[src/design/pcc_pkg.sv]
// Shared types, constants and the edge test helper for the polygon segment crossing counter.
package pcc_pkg;

    localparam int MAX_VERTICES = 256;
    localparam int IDX_W        = $clog2(MAX_VERTICES);
    localparam int CNT_W        = $clog2(MAX_VERTICES + 1);

    localparam int COORD_W = 16;
    localparam int DIFF_W  = COORD_W + 1;
    localparam int PROD_W  = 2 * DIFF_W;
    localparam int SUM_W   = PROD_W + 1;
    localparam int VERT_W  = 2 * COORD_W;

    localparam int QUEUE_DEPTH = 4;
    localparam int QPTR_W      = $clog2(QUEUE_DEPTH);
    localparam int QCNT_W      = $clog2(QUEUE_DEPTH + 1);

    localparam logic [1:0] FUNC_CLEAR  = 2'd0;
    localparam logic [1:0] FUNC_APPEND = 2'd1;
    localparam logic [1:0] FUNC_QUERY  = 2'd2;
    localparam logic [1:0] FUNC_NONE   = 2'd3;

    typedef logic signed [COORD_W-1:0] coord_t;
    typedef logic signed [DIFF_W-1:0]  diff_t;
    typedef logic signed [PROD_W-1:0]  prod_t;
    typedef logic signed [SUM_W-1:0]   sum_t;

    typedef struct packed {
        logic [1:0] func;
        coord_t     vertex_x;
        coord_t     vertex_y;
        coord_t     seg_start_x;
        coord_t     seg_start_y;
        coord_t     seg_end_x;
        coord_t     seg_end_y;
    } cmd_t;

    typedef struct packed {
        logic             vertex_overflow;
        logic             any_crossing;
        logic [CNT_W-1:0] crossing_count;
    } result_t;

    // Numerator accepted when it lies inside [0, den] on the side of den's sign.
    function automatic logic nom_ok(input sum_t nom, input sum_t den);
        logic ok;
        ok = 1'b1;
        if (nom < 0 && (den > 0 || nom < den))
        begin
            ok = 1'b0;
        end
        if (nom > 0 && (den < 0 || nom > den))
        begin
            ok = 1'b0;
        end
        return ok;
    endfunction

endpackage

[src/design/pcc_front.sv]
// Front end: take input words, drop unused function codes, hold one command for the queue.
module pcc_front (
    input  logic          clk,
    input  logic          rst_n,
    input  logic          s_tvalid,
    output logic          s_tready,
    input  logic [95:0]   s_tdata,
    input  logic [1:0]    s_tuser,
    output logic          cmd_valid,
    input  logic          cmd_ready,
    output pcc_pkg::cmd_t cmd
);
    import pcc_pkg::*;

    logic hold_valid_reg;
    logic hold_valid_next;
    cmd_t hold_reg;
    logic accept;

    assign s_tready = !hold_valid_reg || cmd_ready;
    assign accept   = s_tvalid && s_tready;

    always_comb
    begin
        hold_valid_next = hold_valid_reg;
        if (cmd_valid && cmd_ready)
        begin
            hold_valid_next = 1'b0;
        end
        if (accept)
        begin
            hold_valid_next = (s_tuser != FUNC_NONE);
        end
    end

    always_ff @(posedge clk or negedge rst_n)
    begin
        if (!rst_n)
        begin
            hold_valid_reg <= 1'b0;
        end
        else
        begin
            hold_valid_reg <= hold_valid_next;
        end
    end

    always_ff @(posedge clk)
    begin
        if (accept)
        begin
            hold_reg.func        <= s_tuser;
            hold_reg.vertex_x    <= s_tdata[15:0];
            hold_reg.vertex_y    <= s_tdata[31:16];
            hold_reg.seg_start_x <= s_tdata[47:32];
            hold_reg.seg_start_y <= s_tdata[63:48];
            hold_reg.seg_end_x   <= s_tdata[79:64];
            hold_reg.seg_end_y   <= s_tdata[95:80];
        end
    end

    assign cmd_valid = hold_valid_reg;
    assign cmd       = hold_reg;

endmodule

[config.mk]
export PLATFORM = sky130hd
export DESIGN_NAME = pcc_front
export DESIGN_NICKNAME = d
export VERILOG_FILES = /design/src/design/pcc_pkg.sv /design/src/design/pcc_front.sv
export SDC_FILE = /design/constraint.sdc
export NUM_CORES = 1
export LEC_CHECK = 0
export BUFFER_PORTS_ARGS = -buffer_cell sky130_fd_sc_hd__buf_2
export CAP_MARGIN = 20
export CELL_PAD_IN_SITES_DETAIL_PLACEMENT = 1
export CELL_PAD_IN_SITES_GLOBAL_PLACEMENT = 1
export CORE_UTILIZATION = 32
export CTS_CLUSTER_DIAMETER = 40
export DETAILED_ROUTE_END_ITERATION = 12
export PLACE_DENSITY = 0.83
export SYNTH_ARGS = -nofsm -noshare
export SYNTH_HDL_FRONTEND = slang
export SYNTH_SLANG_ARGS = --single-unit
export TNS_END_PERCENT = 10
[constraint.sdc]
create_clock -name clk -period 1.8 [get_ports clk]
set_input_delay 0.36 -clock clk [delete_from_list [all_inputs] [get_ports clk]]
set_output_delay 0.36 -clock clk [all_outputs]
set_load 0.05 [all_outputs]
==> results_dict.tcl, run 1 <==
set metrics [dict create \
    rsz0062_at_grt "false" \
    die_x_um 98.9 \
    critPathBufInv 1 \
    ys.warnings.count 0 \
    htreeDepth 3 \
    relSlewSlack_pct 81.9 \
    firstDrtPassIters 4 \
    ios 202 \
    vias_per_cell 4.26 \
    syn_area_um2 3000 \
    wl_per_cell_um 16.8 \
    worstSetupEndpointType "primary output" \
    drt_wl_total_um 7290 \
    path_cells "nand2b_4 -> buf_2" \
    synth_area_leaders "edfxtp_1 98%, dfrtp_1 0.83%, nand2b_4 0.46%, a21bo_1 0.33%, and2_4 0.29%" \
    drt-initial-drc-count 41 \
    cp_top_family "flip-flops" \
    finalCriticalPeriod_ps 1470 \
    cts_setup_buffers 0 \
    cp.arrival_ps 1110 \
    numClockSinks 99 \
    cts_tree "done" \
    die_area_um2 9780 \
    insertion_delay_ps 360 \
    totalPowerFinal_uw 4980 \
    grt_max_degree 46 \
    clock.fmax_mhz 679 \
    power.leakage_uw 0.00189 \
    hold_slack_ps 171 \
    grt_pass1_vias 2051 \
    ctsRootBufferMaster "clkbuf_8" \
    via_count 1849 \
    cp_slowest_cell "dfrtp_2" \
    status "finished clean" \
    synth.distinct_cells 6 \
    skew_ps 9.14 \
    critical_path.max_fanout 3 \
    ys_seq_area_share_pct 98.8 \
    multi_input_area_um2 36.3 \
    synth_top_area_share_pct 98.0 \
    drc 0 \
    antenna_found_initial 4 \
    path_class "register to primary output" \
    start_util_pct 33.8 \
    track_usage_pct 15.0 \
    drive_above_1_share_pct 68.7 \
    nFillCells 918 \
    cts_made_buffers 9 \
    register_area_um2 2970 \
    cts_hold_buf 1 \
    cts_resized 0 \
    yosys_register_bits 99 \
    area_growth_pct 47.0 \
    portBuffers 201 \
    syn_inst 103 \
    fp-row-count 34 \
    clkSlewWorstSetupHoldPaths_ps 100 \
    p_per_area_nw_per_um2 1130 \
    nets 420 \
    irDropWorstVdd_v 0.000411 \
    finalHoldViolations 0 \
    clock_path_buffers 2 \
    grt_pass1_wl_um 10600 \
    postRouteAntennaNets 0 \
    setup_violations 0 \
    period_share_pct 81.8 \
    core_area_um2 8890 \
    synth_nets 205 \
    place_congestion 0.683 \
    die_h_um 98.9 \
    maxSlewViolCount 0 \
    start_kind "register" \
    max_stage_delay_ps 430 \
    required_ps 1440 \
    synth.avg_cell_area_um2 29.2 \
    overflow 0 \
    maxCapViolations 0 \
    yosys.area.top_type "edfxtp_1" \
    min_path_type "primary input to register" \
    tightest_slew_ps 274 \
]
cell usage after synthesis (all sizes together):
master / number
a21bo: 1
edfxtp: 98
nand2: 1
and2: 1
dfrtp: 1
nand2b: 1
layout make-up:
| class | instances | area share [%] |
|---|---|---|
| antenna | 3 | 0.170 |
| clock buffer | 11 | 3.43 |
| clock inverter | 5 | 1.36 |
| multi-input combinational | 4 | 0.822 |
| sequential | 99 | 67.2 |
| tap | 108 | 3.06 |
| timing repair buffer | 204 | 23.9 |
routing by layer:
metal / part of all wire, % / GRT usage, % / up-vias
met3: 11 / 7.09 / 17
met4: 2.6 / 7.46 / 2
met2: 53 / 27.5 / 121
li1: - / - / 848
met5: 0.18 / 0 / -
met1: 33 / 13.8 / 861
kinds of logic after synthesis:
logic type      synth area share, %
simple gates                  0.874
compound gates                0.333
flops                          98.8
cells in the final DEF (no fill, tap or decap):
| cell | count |
|---|---|
| buf_2 | 201 |
| edfxtp_1 | 98 |
| clkbuf_8 | 11 |
| diode_2 | 3 |
| buf_12 | 2 |
| nand2b_4 | 1 |
| and2_4 | 1 |
| a21bo_1 | 1 |
| nand2_1 | 1 |
| clkinv_4 | 1 |
| bufinv_16 | 1 |
| inv_6 | 1 |
| clkinv_2 | 1 |
| clkinvlp_4 | 1 |
| dfrtp_2 | 1 |
| dlygate4sd3_1 | 1 |
flip-flops by register name (all words and copies together), names as in the netlist:
signal     flops
cmd_valid      1
cmd           98
per-stage QoR:
stage / setup TNS [ps] / setup WS [ps] / instance area (um^2) / instances / utilization, %
after global routing: 0 / 278 / 4410 / 433 / 49.6
after CTS: 0 / 298 / 4410 / 431 / 49.6
after detailed placement: 0 / 339 / 4190 / 414 / 47.1
after global placement: 0 / 369 / 4190 / 414 / 47.1
final: 0 / 327 / 4420 / 434 / 49.7
after floorplan: -11620 / -119 / 3010 / 103 / -
report_power, final:
part / total (uW) / switching, uW / leakage [uW] / internal (uW)
Clock: 1460 / 736 / 0.000106 / 724
Sequential: 2730 / 34.1 / 0.000949 / 2700
Combinational: 791 / 610 / 0.000836 / 181
Total: 4980 / 1380 / 0.00189 / 3600
path summary, 6_finish.rpt:
path                             start   endpoint  slack [ps]  cells past startpoint
min                        s_tdata[11]    cmd[91]         170                      1
max                          cmd_valid   s_tready         330                      2
min in group asynchronous        rst_n  cmd_valid         330                      2
max in group asynchronous        rst_n  cmd_valid        1370                      2
max reg2reg                  cmd_valid    cmd[44]         400                      3
min reg2reg                  cmd_valid  cmd_valid         540                      2
worst register-to-register path, delay by kind of cell (launching register included):
family | cells | cell delay, ps
and+or+nand+nor | 2 | 350
buffers and inverters | 1 | 270
DFF | 1 | 430
No activity file was read; power rests on OpenSTA's default activity.
==> inputs of run 2 (changes only) <==
==> constraint.sdc (replaced) <==
create_clock -name clk -period 1.4 [get_ports clk]
set_input_delay 0.28 -clock clk [delete_from_list [all_inputs] [get_ports clk]]
set_output_delay 0.28 -clock clk [all_outputs]
set_load 0.05 [all_outputs]
==> run 2 against run 1 <==
Net effect:
- final area decreased by 0.51%
- highest routed layer unchanged
- non-clock buffer count unchanged
- sequential share of layout area is 0.34 points higher
- power is 26% higher
- first-iteration DRC count increased by 66%
- sequential power increased by 29%
- clock power is 19% higher
- via count increased by 1.7%
- clock skew up 4.1 ps
- final cell count is the same
- core utilization is 0.25 points lower
==> results_dict.tcl, run 2 (synthesized netlist as in run 1, its figures left out) <==
set metrics [dict create \
    status "finished clean" \
    die_x_um 98.9 \
    post-place-ws_ps 130 \
    cp_slowest_cell "dfrtp_2" \
    skew_ps 13.2 \
    die_h_um 98.9 \
    place_congestion 0.672 \
    drc 0 \
    numClockSinks 99 \
    start_kind "register" \
    drive_above_1_share_pct 67.8 \
    area_growth_pct 46.2 \
    firstDrtPassIters 4 \
    nets 420 \
    finalHoldViolations 0 \
    critPathBufInv 1 \
    ctsRootBufferMaster "clkbuf_8" \
    start_util_pct 33.8 \
    cts_made_buffers 9 \
    clock.fmax_mhz 750 \
    path_class "register to primary output" \
    vias_per_cell 4.33 \
    nFillCells 901 \
    final_common_cell "buf_2" \
    irDropWorstVdd_v 0.000676 \
    track_usage_pct 14.9 \
    grt_pass1_wl_um 10400 \
    maxCapViolations 0 \
    relSlewSlack_pct 81.7 \
    cp.arrival_ps 1050 \
    wl_per_cell_um 16.6 \
    worstSetupEndpointType "primary output" \
    antenna_found_initial 4 \
    cp_top_family "flip-flops" \
    ios 202 \
    clkSlewWorstSetupHoldPaths_ps 90 \
    cts_setup_buffers 0 \
    max_stage_delay_ps 430 \
    portBuffers 201 \
    finalCriticalPeriod_ps 1330 \
    die_area_um2 9780 \
    drt-initial-drc-count 68 \
    power.leakage_uw 0.00188 \
    clock_path_buffers 2 \
    layout_common_cells "200 x buf_2, 98 x edfxtp_1, 9 x clkbuf_8" \
    htreeDepth 3 \
    fp-row-count 34 \
    required_ps 1120 \
    tightest_slew_ps 274 \
    grt_max_degree 54 \
    via_count 1881 \
    drt_wl_total_um 7190 \
    maxSlewViolCount 0 \
    insertion_delay_ps 340 \
    critical_path.max_fanout 3 \
    rsz0062_at_grt "false" \
    path_cells "nand2b_4 -> buf_4" \
    cts_tree "done" \
    overflow 0 \
    tns_ps 0 \
    core_area_um2 8890 \
    largest_reg_flops 98 \
    grt_pass1_vias 2004 \
    postRouteAntennaNets 0 \
    min_path_type "primary input to register" \
    period_share_pct 95.3 \
    p_per_area_nw_per_um2 1430 \
    setup_ws_ps 66.1 \
    setup_violations 0 \
]
==> run 2: path summary, 6_finish.rpt <==
check | end | slack [ps] | cells after the start | startpoint
setup / recovery | s_tready | 70 | 2 | cmd_valid
setup reg to reg | cmd[37] | 110 | 3 | cmd_valid
min in group asynchronous | cmd_valid | 220 | 2 | rst_n
hold reg to reg | cmd_valid | 540 | 2 | cmd_valid
hold / removal | cmd[30] | 100 | 1 | s_tdata[78]
max in group asynchronous | cmd_valid | 1090 | 2 | rst_n
==> run 2: repair_timing <==
item | CTS | global route
setup endpoints to repair | 1 | 0
endpoints found under the hold margin | 1 | 0
hold buffers | 1 | 0
gates resized for setup | 1 | 0
==> run 2: layer usage <==
metal	up-vias	GRT usage (%)	routed length, um
met5	-	0	13
li1	848	-	-
met1	886	13.5	2300
met4	2	7.46	185
met3	18	7.52	860
met2	127	27.2	3830
==> run 2: area by class of cell <==
type	instances	area, um^2	share of cell area (%)
antenna	3	7.51	0.171
clock buffer	12	135	3.08
clock inverter	4	51.3	1.17
multi-input combinational	4	36.3	0.826
sequential	99	2970	67.6
tap	108	135	3.08
timing repair buffer	204	1060	24.1
==> run 2: metrics by stage <==
stage / cells / hold slack, ps / power [uW] / utilization [%] / area [um^2]
floorplan: 103 / -15.6 / 4260 / - / 3010
global placement: 414 / 55.2 / 4580 / 47.1 / 4190
detailed placement: 414 / 57.2 / 4610 / 47.1 / 4190
CTS: 431 / 82.6 / 6350 / 49.3 / 4390
global route: 432 / 68.1 / 6490 / 49.4 / 4390
finish: 434 / 102 / 6270 / 49.4 / 4390
==> run 2: power breakdown <==
group	internal (uW)	total (uW)	leakage (uW)	switching, uW
combinational	234	1020	0.000837	784
clock	830	1740	0.0000906	912
sequential	3470	3510	0.000949	42.4
total	4530	6270	0.00188	1740
