**config.mk**
```make
export PLATFORM = sky130hd
export DESIGN_NAME = pcc_queue
export DESIGN_NICKNAME = d
export VERILOG_FILES = /design/src/design/pcc_pkg.sv /design/src/design/pcc_queue.sv
export SDC_FILE = /design/constraint.sdc
export NUM_CORES = 1
export LEC_CHECK = 0
export ABC_AREA = 1
export BUFFER_PORTS_ARGS = -buffer_cell sky130_fd_sc_hd__buf_2
export CAP_MARGIN = 20
export CORE_MARGIN = 2
export CORE_UTILIZATION = 55
export DETAILED_ROUTE_END_ITERATION = 12
export HOLD_SLACK_MARGIN = 0.12
export PLACE_DENSITY = 0.76
export SLEW_MARGIN = 5
export SYNTH_ARGS = -nofsm -noshare
export SYNTH_HDL_FRONTEND = slang
export SYNTH_SLANG_ARGS = --single-unit
```
**constraint.sdc**
```tcl
create_clock -name clk -period 6.2 [get_ports clk]
set_clock_uncertainty 0.05 [all_clocks]
set_input_delay 1.24 -clock clk [delete_from_list [all_inputs] [get_ports clk]]
set_output_delay 1.24 -clock clk [all_outputs]
set_load 0.02 [all_outputs]
```
**src/design/pcc_pkg.sv**
```systemverilog
// Shared types, constants and the edge test helper for the polygon segment crossing counter.
package pcc_pkg;

    localparam int MAX_VERTICES = 256;
    localparam int IDX_W        = $clog2(MAX_VERTICES);
    localparam int CNT_W        = $clog2(MAX_VERTICES + 1);

    localparam int COORD_W = 16;
    localparam int DIFF_W  = COORD_W + 1;
    localparam int PROD_W  = 2 * DIFF_W;
    localparam int SUM_W   = PROD_W + 1;
    localparam int VERT_W  = 2 * COORD_W;

    localparam int QUEUE_DEPTH = 4;
    localparam int QPTR_W      = $clog2(QUEUE_DEPTH);
    localparam int QCNT_W      = $clog2(QUEUE_DEPTH + 1);

    localparam logic [1:0] FUNC_CLEAR  = 2'd0;
    localparam logic [1:0] FUNC_APPEND = 2'd1;
    localparam logic [1:0] FUNC_QUERY  = 2'd2;
    localparam logic [1:0] FUNC_NONE   = 2'd3;

    typedef logic signed [COORD_W-1:0] coord_t;
    typedef logic signed [DIFF_W-1:0]  diff_t;
    typedef logic signed [PROD_W-1:0]  prod_t;
    typedef logic signed [SUM_W-1:0]   sum_t;

    typedef struct packed {
        logic [1:0] func;
        coord_t     vertex_x;
        coord_t     vertex_y;
        coord_t     seg_start_x;
        coord_t     seg_start_y;
        coord_t     seg_end_x;
        coord_t     seg_end_y;
    } cmd_t;

    typedef struct packed {
        logic             vertex_overflow;
        logic             any_crossing;
        logic [CNT_W-1:0] crossing_count;
    } result_t;

    // Numerator accepted when it lies inside [0, den] on the side of den's sign.
    function automatic logic nom_ok(input sum_t nom, input sum_t den);
        logic ok;
        ok = 1'b1;
        if (nom < 0 && (den > 0 || nom < den))
        begin
            ok = 1'b0;
        end
        if (nom > 0 && (den < 0 || nom > den))
        begin
            ok = 1'b0;
        end
        return ok;
    endfunction

endpackage

```
**src/design/pcc_queue.sv**
```systemverilog
// Short command queue between front end and back end.
module pcc_queue (
    input  logic          clk,
    input  logic          rst_n,
    input  logic          push_valid,
    output logic          push_ready,
    input  pcc_pkg::cmd_t push_cmd,
    output logic          pop_valid,
    input  logic          pop_ready,
    output pcc_pkg::cmd_t pop_cmd
);
    import pcc_pkg::*;

    cmd_t              mem_reg [QUEUE_DEPTH];
    logic [QPTR_W-1:0] wr_ptr_reg;
    logic [QPTR_W-1:0] rd_ptr_reg;
    logic [QCNT_W-1:0] fill_reg;
    logic              do_push;
    logic              do_pop;

    assign push_ready = (fill_reg != QCNT_W'(QUEUE_DEPTH));
    assign pop_valid  = (fill_reg != '0);
    assign do_push    = push_valid && push_ready;
    assign do_pop     = pop_valid && pop_ready;
    assign pop_cmd    = mem_reg[rd_ptr_reg];

    always_ff @(posedge clk or negedge rst_n)
    begin
        if (!rst_n)
        begin
            wr_ptr_reg <= '0;
            rd_ptr_reg <= '0;
            fill_reg   <= '0;
        end
        else
        begin
            if (do_push)
            begin
                wr_ptr_reg <= wr_ptr_reg + 1'b1;
            end
            if (do_pop)
            begin
                rd_ptr_reg <= rd_ptr_reg + 1'b1;
            end
            if (do_push && !do_pop)
            begin
                fill_reg <= fill_reg + 1'b1;
            end
            else if (do_pop && !do_push)
            begin
                fill_reg <= fill_reg - 1'b1;
            end
        end
    end

    always_ff @(posedge clk)
    begin
        if (do_push)
        begin
            mem_reg[wr_ptr_reg] <= push_cmd;
        end
    end

endmodule

```
==> flow_summary.toml, run 1 <==
[status]
outcome = "finished clean"

[power_and_ir_drop]
p_total_w = 0.009080
switchingPower_w = 0.003356
p_sw_share_pct = 36.96
p_seq_share_pct = 41.0
power_density_nw_per_um2 = 493.2
p_int_w = 0.005724
pwr-share-clk_pct = 23.6
comb_power_share_pct = 35.4
peakVddDrop_mv = 0.2991
power.leakage_nw = 7.422

[setup_path]
critical_path_class = "register to output port"
r2r_cells = 5
crit_required_ps = 4910
cp-end-kind = "output port"
slowest_delay_ps = 730
worst-path-stages = 5
critical_path.cell_chain = "inv_4 > buf_4 > o211ai_1 > nand2_1 > buf_2"
crit_buf_inv = 3
critPathTopFamily = "buffers and inverters"
crit_arrival_ps = 2940
crit_fanout = 52
start_kind = "register"
slowest_stage = "dfrtp_4"

[sta]
hold_violations = 0
fin_crit_sh_pct = 68.15
slew_violations = 0
worst_pin_slew_ps = 1042
min_period_ps = 4225
rsz0062_at_grt = "false"
fmax_ghz = 0.2367
tns_ps = 0
slew_headroom_pct = 30.51
setup_viol = 0

[cts]
post_cts_resized = 0
cts_inserted_buffers = 39
hold_buffers = 0
cts_max_level = 2
cts_tree = "built"
cts_sinks = 399
clk_latency_ps = 500
cts.clk_slew.worst_paths_ps = 60
clock-root-buffer = "clkbuf_16"
clk_path_buf_depth = 3
post_cts_buffers = 0

[route]
wl_per_cell_um = 16.41
drc = 0
num_vias = 9322
antenna_left = 0
routed_wl_um = 29590
dr.first_iter.drc_count = 638
drt-pass1-iter-count = 6
via_per_inst = 5.170

[grt]
grt_overflow = 0
grt_usage_pct = 19.37
antenna_found_initial = 6
grt_pass1_vias = 9159
grt_max_degree = 205
grt_pass1_wl_um = 46490

[synth]
postSynthCellCount = 1202
yosysWarnings = 0
synth_top_family_by_area = "compound AO/OA/AOI/OAI gates"
yosysSeqAreaShare_pct = 74.21
yosys-top-cells-area = "edfxtp_1 (73%), o211ai_1 (9.1%), nand2_1 (7.3%)"
synthDistinctLibCells = 18
synth_fa_ha_area_share_pct = 0.5130
avgSynthCellArea_um2 = 13.39
synth_top_area_share_pct = 73.12
syn-cell-area_um2 = 16100
synth-seq-cells = 399
synth_fp_nets = 1310
synth.area.mux_share_pct = 0
synth_compound_area_share_pct = 9.171
synthXorXnorAreaFrac_pct = 0.05441
yosys.area_share.simple_pct = 7.601
synth_top_cell_by_area = "edfxtp_1"

[place]
portBuffers = 201
dp_hpwl_um = 17220
place_congestion = 0.7261

[layout]
drive_gt1_share_pct = 19.09
final_cell_mix = "edfxtp_1 (392), nand2_1 (311), inv_1 (210), buf_2 (201), o211ai_1 (196)"
fin_nets = 1500
final_common_cell = "edfxtp_1"
largest_register_ff_count = 392
syn_to_final_growth_pct = 14.36

[flow_run]
maxCapViolations = 0

[floorplanning]
core_um2 = 28780
ios = 202
fp.dieW_um = 175.1
fp-row-count = 62
die_h_um = 175.1
start_util_pct = 55.93
dieArea_um2 = 30650

[worst_hold_path]
hold_path.class = "register to register"
whs_path_depth = 2
-- layout make-up --
cell class                 count  area, um2
antenna                        5      12.51
tap                          384      480.5
sequential                   399      11950
inverter                     212      805.8
timing repair buffer         213       1191
clock buffer                  48       1052
clock inverter                15      96.34
fill                        2080      10370
multi-input combinational    527       2821
-- kinds of logic (layout without fill, tap and decap cells) --
group           Yosys count  after routing
xor+xnor                  1              1
compound gates          197            197
buf+inv                 276            488
other cells               0              5
fa+ha+maj                 6              6
simple gates            323            323
flops                   399            399
-- per-stage QoR --
stage | std cells | cell area [um2] | worst slack [ps] | util [%] | hold slack [ps]
3_5_place_dp | 1732 | 17180 | 2473 | 59.70 | 446.2
4_1_cts | 1795 | 18330 | 1900 | 63.69 | 461.5
6_report | 1803 | 18410 | 1975 | 63.97 | 468.8
3_3_place_gp | 1732 | 17180 | 2497 | 59.70 | 433.8
2_1_floorplan | 1202 | 16100 | 115.4 | - | 412.8
5_1_grt | 1802 | 18410 | 1765 | 63.96 | 495.1
-- path summary, 6_finish.rpt --
kind / slack, ps / startpoint / to
worst max-delay path: 1970 / rd_ptr_reg[1] / pop_cmd[15]
worst min-delay path: 470 / fill_reg[2] / fill_reg[2]
worst max register to register: 3700 / fill_reg[0] / mem_reg[0][86]
worst min register to register: 470 / fill_reg[2] / fill_reg[2]
max in group asynchronous: 5410 / rst_n / rd_ptr_reg[1]
min in group asynchronous: 510 / rst_n / fill_reg[1]
-- synth_stat cells (all sizes together) --
cell	count
nor2	4
o21ai	1
o211ai	196
fa	1
nand4	1
xnor2	1
buf	60
edfxtp	392
dfrtp	7
clkbuf	4
inv	212
nand2	311
nand3	7
ha	5
-- power groups by stage --
stage	sequential (W)	combinational (W)	clock [W]
finish	0.00372	0.00321	0.00214
global route	0.00377	0.00355	0.00228
global placement	0.00377	0.00316	0
floorplan	0.00377	0.00247	0
detailed placement	0.00378	0.00322	0
CTS	0.00373	0.00323	0.00218
-- metal layers --
layer	share of wire [%]	global-route usage [%]
met2	48	33.07
met4	2.7	7.118
met1	43	23.98
met5	0.044	0
met3	6.9	4.983
-- tightest hold or removal path: stages, from the launching register on --
cell and delay (ps):
dfrtp_1 370, nand2_1 70, nand2_1 50
Note: power is estimated with default switching activity, not from simulation.
==> run 2: changes to the inputs <==
- clock period: 6.2 -> 4.2 ns (I/O delays scaled with it)
==> flow_summary.toml, run 2 (synthesis gave the netlist of run 1 again) <==
[cts]
clk_path_buf_depth = 3
clk_latency_ps = 520
cts_max_level = 2
cts.clk_slew.worst_paths_ps = 60
cts_sinks = 399
clock-root-buffer = "clkbuf_16"
cts_inserted_buffers = 40
cts_tree = "built"
post_cts_resized = 0

[sta]
setup_viol = 0
rsz0062_at_grt = "false"
hold_violations = 0
slew_violations = 0
hold_ws_ps = 451.4
fin_crit_sh_pct = 84.28
fmax_ghz = 0.2825
setup_slack_ps = 660.3
min_period_ps = 3540
worst_pin_slew_ps = 785.9
slew_headroom_pct = 47.61
tns_ps = 0

[floorplanning]
die_h_um = 175.1
fp-row-count = 62
ios = 202
fp.dieW_um = 175.1
core_um2 = 28780
dieArea_um2 = 30650
start_util_pct = 55.93

[power_and_ir_drop]
peakVddDrop_mv = 0.5552
power.leakage_nw = 7.476
power_density_nw_per_um2 = 735.2

[worst_hold_path]
whs_path_depth = 2
hold_path.class = "register to register"

[grt]
grt_overflow = 0
grt_pass1_wl_um = 48510
grt_usage_pct = 20.41
antenna_found_initial = 6
grt_max_degree = 139
grt_pass1_vias = 9538

[route]
dr.first_iter.drc_count = 705
dr_wl_met2_um = 15500
top_layer_used = "met5"
met3_length_um = 2033
num_vias = 9403
drt-pass1-iter-count = 5
met1Wirelength_um = 12390
drc = 0
wl_per_cell_um = 16.89
routed_wl_um = 30690
via_per_inst = 5.175
antenna_left = 0

[layout]
largest_register_ff_count = 392
fin_nets = 1508
drive_gt1_share_pct = 19.30
final_cell_mix = "edfxtp_1 (392), nand2_1 (311), inv_1 (210), buf_2 (201), o211ai_1 (196)"
fill_cells = 2120
final_common_cell = "edfxtp_1"
syn_to_final_growth_pct = 15.03
finalInstanceArea_um2 = 18520

[setup_path]
critPathLaunch = "rd_ptr_reg[0]"
cp-end-kind = "output port"
r2r_setup_slack_ps = 1710
slowest_stage = "buf_4"
slowest_delay_ps = 540
crit_fanout = 138
r2r_cells = 5
crit_arrival_ps = 2650
cp_common_cell = "nand2_1"
start_kind = "register"
crit_required_ps = 3310
critical_path.cell_chain = "inv_8 > buf_4 > nand2_1 > o211ai_1 > nand2_1 > buf_2"
r2r-start = "fill_reg[0]"
critical_path_class = "register to output port"
cp-endpoint = "pop_cmd[8]"
r2r-end = "mem_reg[3][81]"

[place]
portBuffers = 201
place_ws_ps = 1206
dp_hpwl_um = 18350
placed_area_um2 = 17290
place_congestion = 0.7273

[status]
outcome = "finished clean"

[flow_run]
maxCapViolations = 0
## run 2: how the worst min path moves through the flow
stage	from	to	slack, ps
after floorplan	fill_reg[2]	fill_reg[2]	410
after global placement	fill_reg[2]	fill_reg[2]	430
after detailed placement	fill_reg[2]	fill_reg[2]	440
after CTS	fill_reg[2]	fill_reg[2]	450
after global routing	push_cmd[9]	mem_reg[3][9]	460
final	fill_reg[2]	fill_reg[2]	450
## run 2: repair_timing
action                    in CTS  in global routing
setup buffers                  0                  0
hold buffers                   1                  0
hold endpoints to repair       7                  0
## run 2: metrics by stage
stage / utilization [%] / cells / power (W)
floorplan: - / 1202 / 0.009216
global placement: 60.06 / 1741 / 0.01034
detailed placement: 60.06 / 1741 / 0.01046
CTS: 64.32 / 1814 / 0.01376
global route: 64.33 / 1816 / 0.01444
finish: 64.34 / 1817 / 0.01361
## run 2: area by class of cell
class / instances / area (um2) / area share, %
Antenna cell: 3 / 7.507 / 0.04054
Clock buffer: 52 / 1067 / 5.763
Clock inverter: 20 / 146.4 / 0.7905
Inverter: 212 / 805.8 / 4.351
Multi-Input combinational cell: 527 / 2821 / 15.24
Sequential cell: 399 / 11950 / 64.53
Tap cell: 384 / 480.5 / 2.595
Timing Repair Buffer: 220 / 1239 / 6.689
## run 2: metal layers
metal,track usage (%),up-vias
met3,4.678,60
met5,0,-
met4,6.840,6
met1,25.68,4478
li1,-,4618
met2,35.11,241
## run 2: critical path, delay by kind of cell, from the launching register on
family	cells	cell delay, ps
AND/OR/NAND/NOR	2	250
flip-flops	1	450
AO/OA/AOI/OAI	1	120
buffers and inverters	3	1220
## run 2: power breakdown
part	internal, W	total [W]	switching, W
clock	0.00191	0.00329	0.00138
combinational	0.00143	0.00491	0.00349
sequential	0.00523	0.00541	0.000181
==> run 3: changes to the inputs <==
- CORE_UTILIZATION: 55 -> 52
- clock period: 4.2 -> 2.95 ns (I/O delays scaled with it)
==> flow_summary.toml, run 3 (synthesis gave the netlist of run 1 again) <==
[floorplanning]
fp.dieW_um = 179.9
dieArea_um2 = 32380
fp-row-count = 64
die_h_um = 179.9
ios = 202
core_um2 = 30510
start_util_pct = 52.76

[cts]
clk_path_buf_depth = 3
clock-root-buffer = "clkbuf_16"
cts_tree = "built"
clk_latency_ps = 520
cts_sinks = 399
cts_inserted_buffers = 41
cts_max_level = 2
cts.clk_slew.worst_paths_ps = 60
post_cts_buffers = 0

[grt]
antenna_found_initial = 7
grt_overflow = 0
grt_usage_pct = 19.00
grt_pass1_vias = 9597
grt_pass1_wl_um = 49050
grt_max_degree = 100

[sta]
slew_violations = 0
min_period_ps = 2775
worst_pin_slew_ps = 551.3
hold_violations = 0
fmax_ghz = 0.3604
setup_viol = 0
fin_crit_sh_pct = 94.05
rsz0062_at_grt = "false"
setup_slack_ps = 175.4
slew_headroom_pct = 63.25

[route]
wl_per_cell_um = 16.68
antenna_left = 0
via_per_inst = 5.111
dr.first_iter.drc_count = 672
dr_wl_met2_um = 15590
num_vias = 9364
met1Wirelength_um = 12280
drc = 0
drt-pass1-iter-count = 5
met3_length_um = 1981
routed_wl_um = 30570
top_layer_used = "met5"

[worst_hold_path]
whs_path_depth = 1
min_to = "mem_reg[3][3]"
min_from = "push_cmd[3]"
hold_path.class = "input port to register"

[setup_path]
slowest_delay_ps = 480
start_kind = "register"
r2r_cells = 9
crit_required_ps = 2310
r2r_setup_slack_ps = 730
slowest_stage = "dfrtp_1"
critical_path_class = "register to output port"
crit_buf_inv = 3
critPathTopFamily = "buffers and inverters"
critical_path.cell_chain = "clkinv_8 > buf_12 > o211ai_1 > nand2_1 > buf_2"
r2r-start = "fill_reg[0]"
crit_arrival_ps = 2130
r2r-end = "fill_reg[1]"
cp-end-kind = "output port"
crit_fanout = 73

[place]
place_ws_ps = 685.2
dp_hpwl_um = 18190
place_congestion = 0.6898
portBuffers = 201

[status]
outcome = "finished clean"

[flow_run]
maxCapViolations = 0

[power_and_ir_drop]
peakVddDrop_mv = 0.7349
power_density_nw_per_um2 = 1062
p_total_w = 0.01994
power.leakage_nw = 7.585

[layout]
largest_register_ff_count = 392
drive_gt1_share_pct = 20.08
syn_to_final_growth_pct = 16.61
fin_nets = 1511
final_cell_mix = "edfxtp_1 (392), nand2_1 (311), inv_1 (210), buf_2 (201), o211ai_1 (196)"
final_common_cell = "edfxtp_1"
==> run 3: cell types whose count changed in the layout (fill, tap and decap cells not counted) <==
cell,change
buf_12,+7
buf_4,-5
clkinv_2,+5
clkbuf_1,-4
clkinv_1,-4
bufinv_16,+3
clkbuf_16,+2
clkinv_8,+1
clkinvlp_4,+1
diode_2,-1
inv_6,-1
inv_8,-1
==> run 3: stage by stage <==
step / area (um2) / hold WS (ps) / cells / setup TNS, ps / util (%)
4_1_cts: 18760 / 208.9 / 1830 / 0 / 61.50
6_report: 18770 / 228.9 / 1832 / 0 / 61.53
3_5_place_dp: 17400 / 385.3 / 1755 / 0 / 57.05
5_1_grt: 18770 / 216.2 / 1831 / 0 / 61.52
3_3_place_gp: 17400 / 384.8 / 1755 / 0 / 57.05
2_1_floorplan: 16110 / 244.4 / 1202 / -416640 / -
==> run 3: final cells by class <==
class / count / area, um2
Clock inverter: 24 / 245.2
Multi-Input combinational cell: 527 / 2821
Inverter: 212 / 810.8
Fill cell: 2283 / 11740
Sequential cell: 399 / 11950
Timing Repair Buffer: 222 / 1341
Antenna cell: 2 / 5.005
Clock buffer: 50 / 1102
Tap cell: 396 / 495.5
==> run 3: per-layer routing <==
layer,vias up,track usage [%]
li1,4598,-
met1,4447,23.18
met2,256,34.08
met3,57,3.991
met4,6,5.593
met5,-,0
==> run 3: where the power goes <==
| part | internal (W) | switching [W] | total, W |
|---|---|---|---|
| clock network | 0.00309 | 0.00202 | 0.00511 |
| registers | 0.00745 | 0.000264 | 0.00771 |
| logic | 0.00215 | 0.00497 | 0.00712 |
| total | 0.0127 | 0.00725 | 0.0199 |
==> run 3: worst max path at each step <==
stage / start / endpoint / cells past startpoint
5_1_grt: rd_ptr_reg[0] / pop_cmd[43] / 5
2_1_floorplan: fill_reg[0] / mem_reg[0][0] / 4
3_3_place_gp: rd_ptr_reg[0] / pop_cmd[27] / 6
3_5_place_dp: rd_ptr_reg[0] / pop_cmd[38] / 6
4_1_cts: rd_ptr_reg[0] / pop_cmd[38] / 6
6_report: rd_ptr_reg[0] / pop_cmd[84] / 5
==> run 3: repair_timing <==
| item | 4_1_cts | 5_1_grt |
|---|---|---|
| endpoints found under the setup margin | 0 | 5 |
| gates resized for setup | 0 | 1 |
| hold buffers | 1 | 0 |
| endpoints found under the hold margin | 7 | 0 |
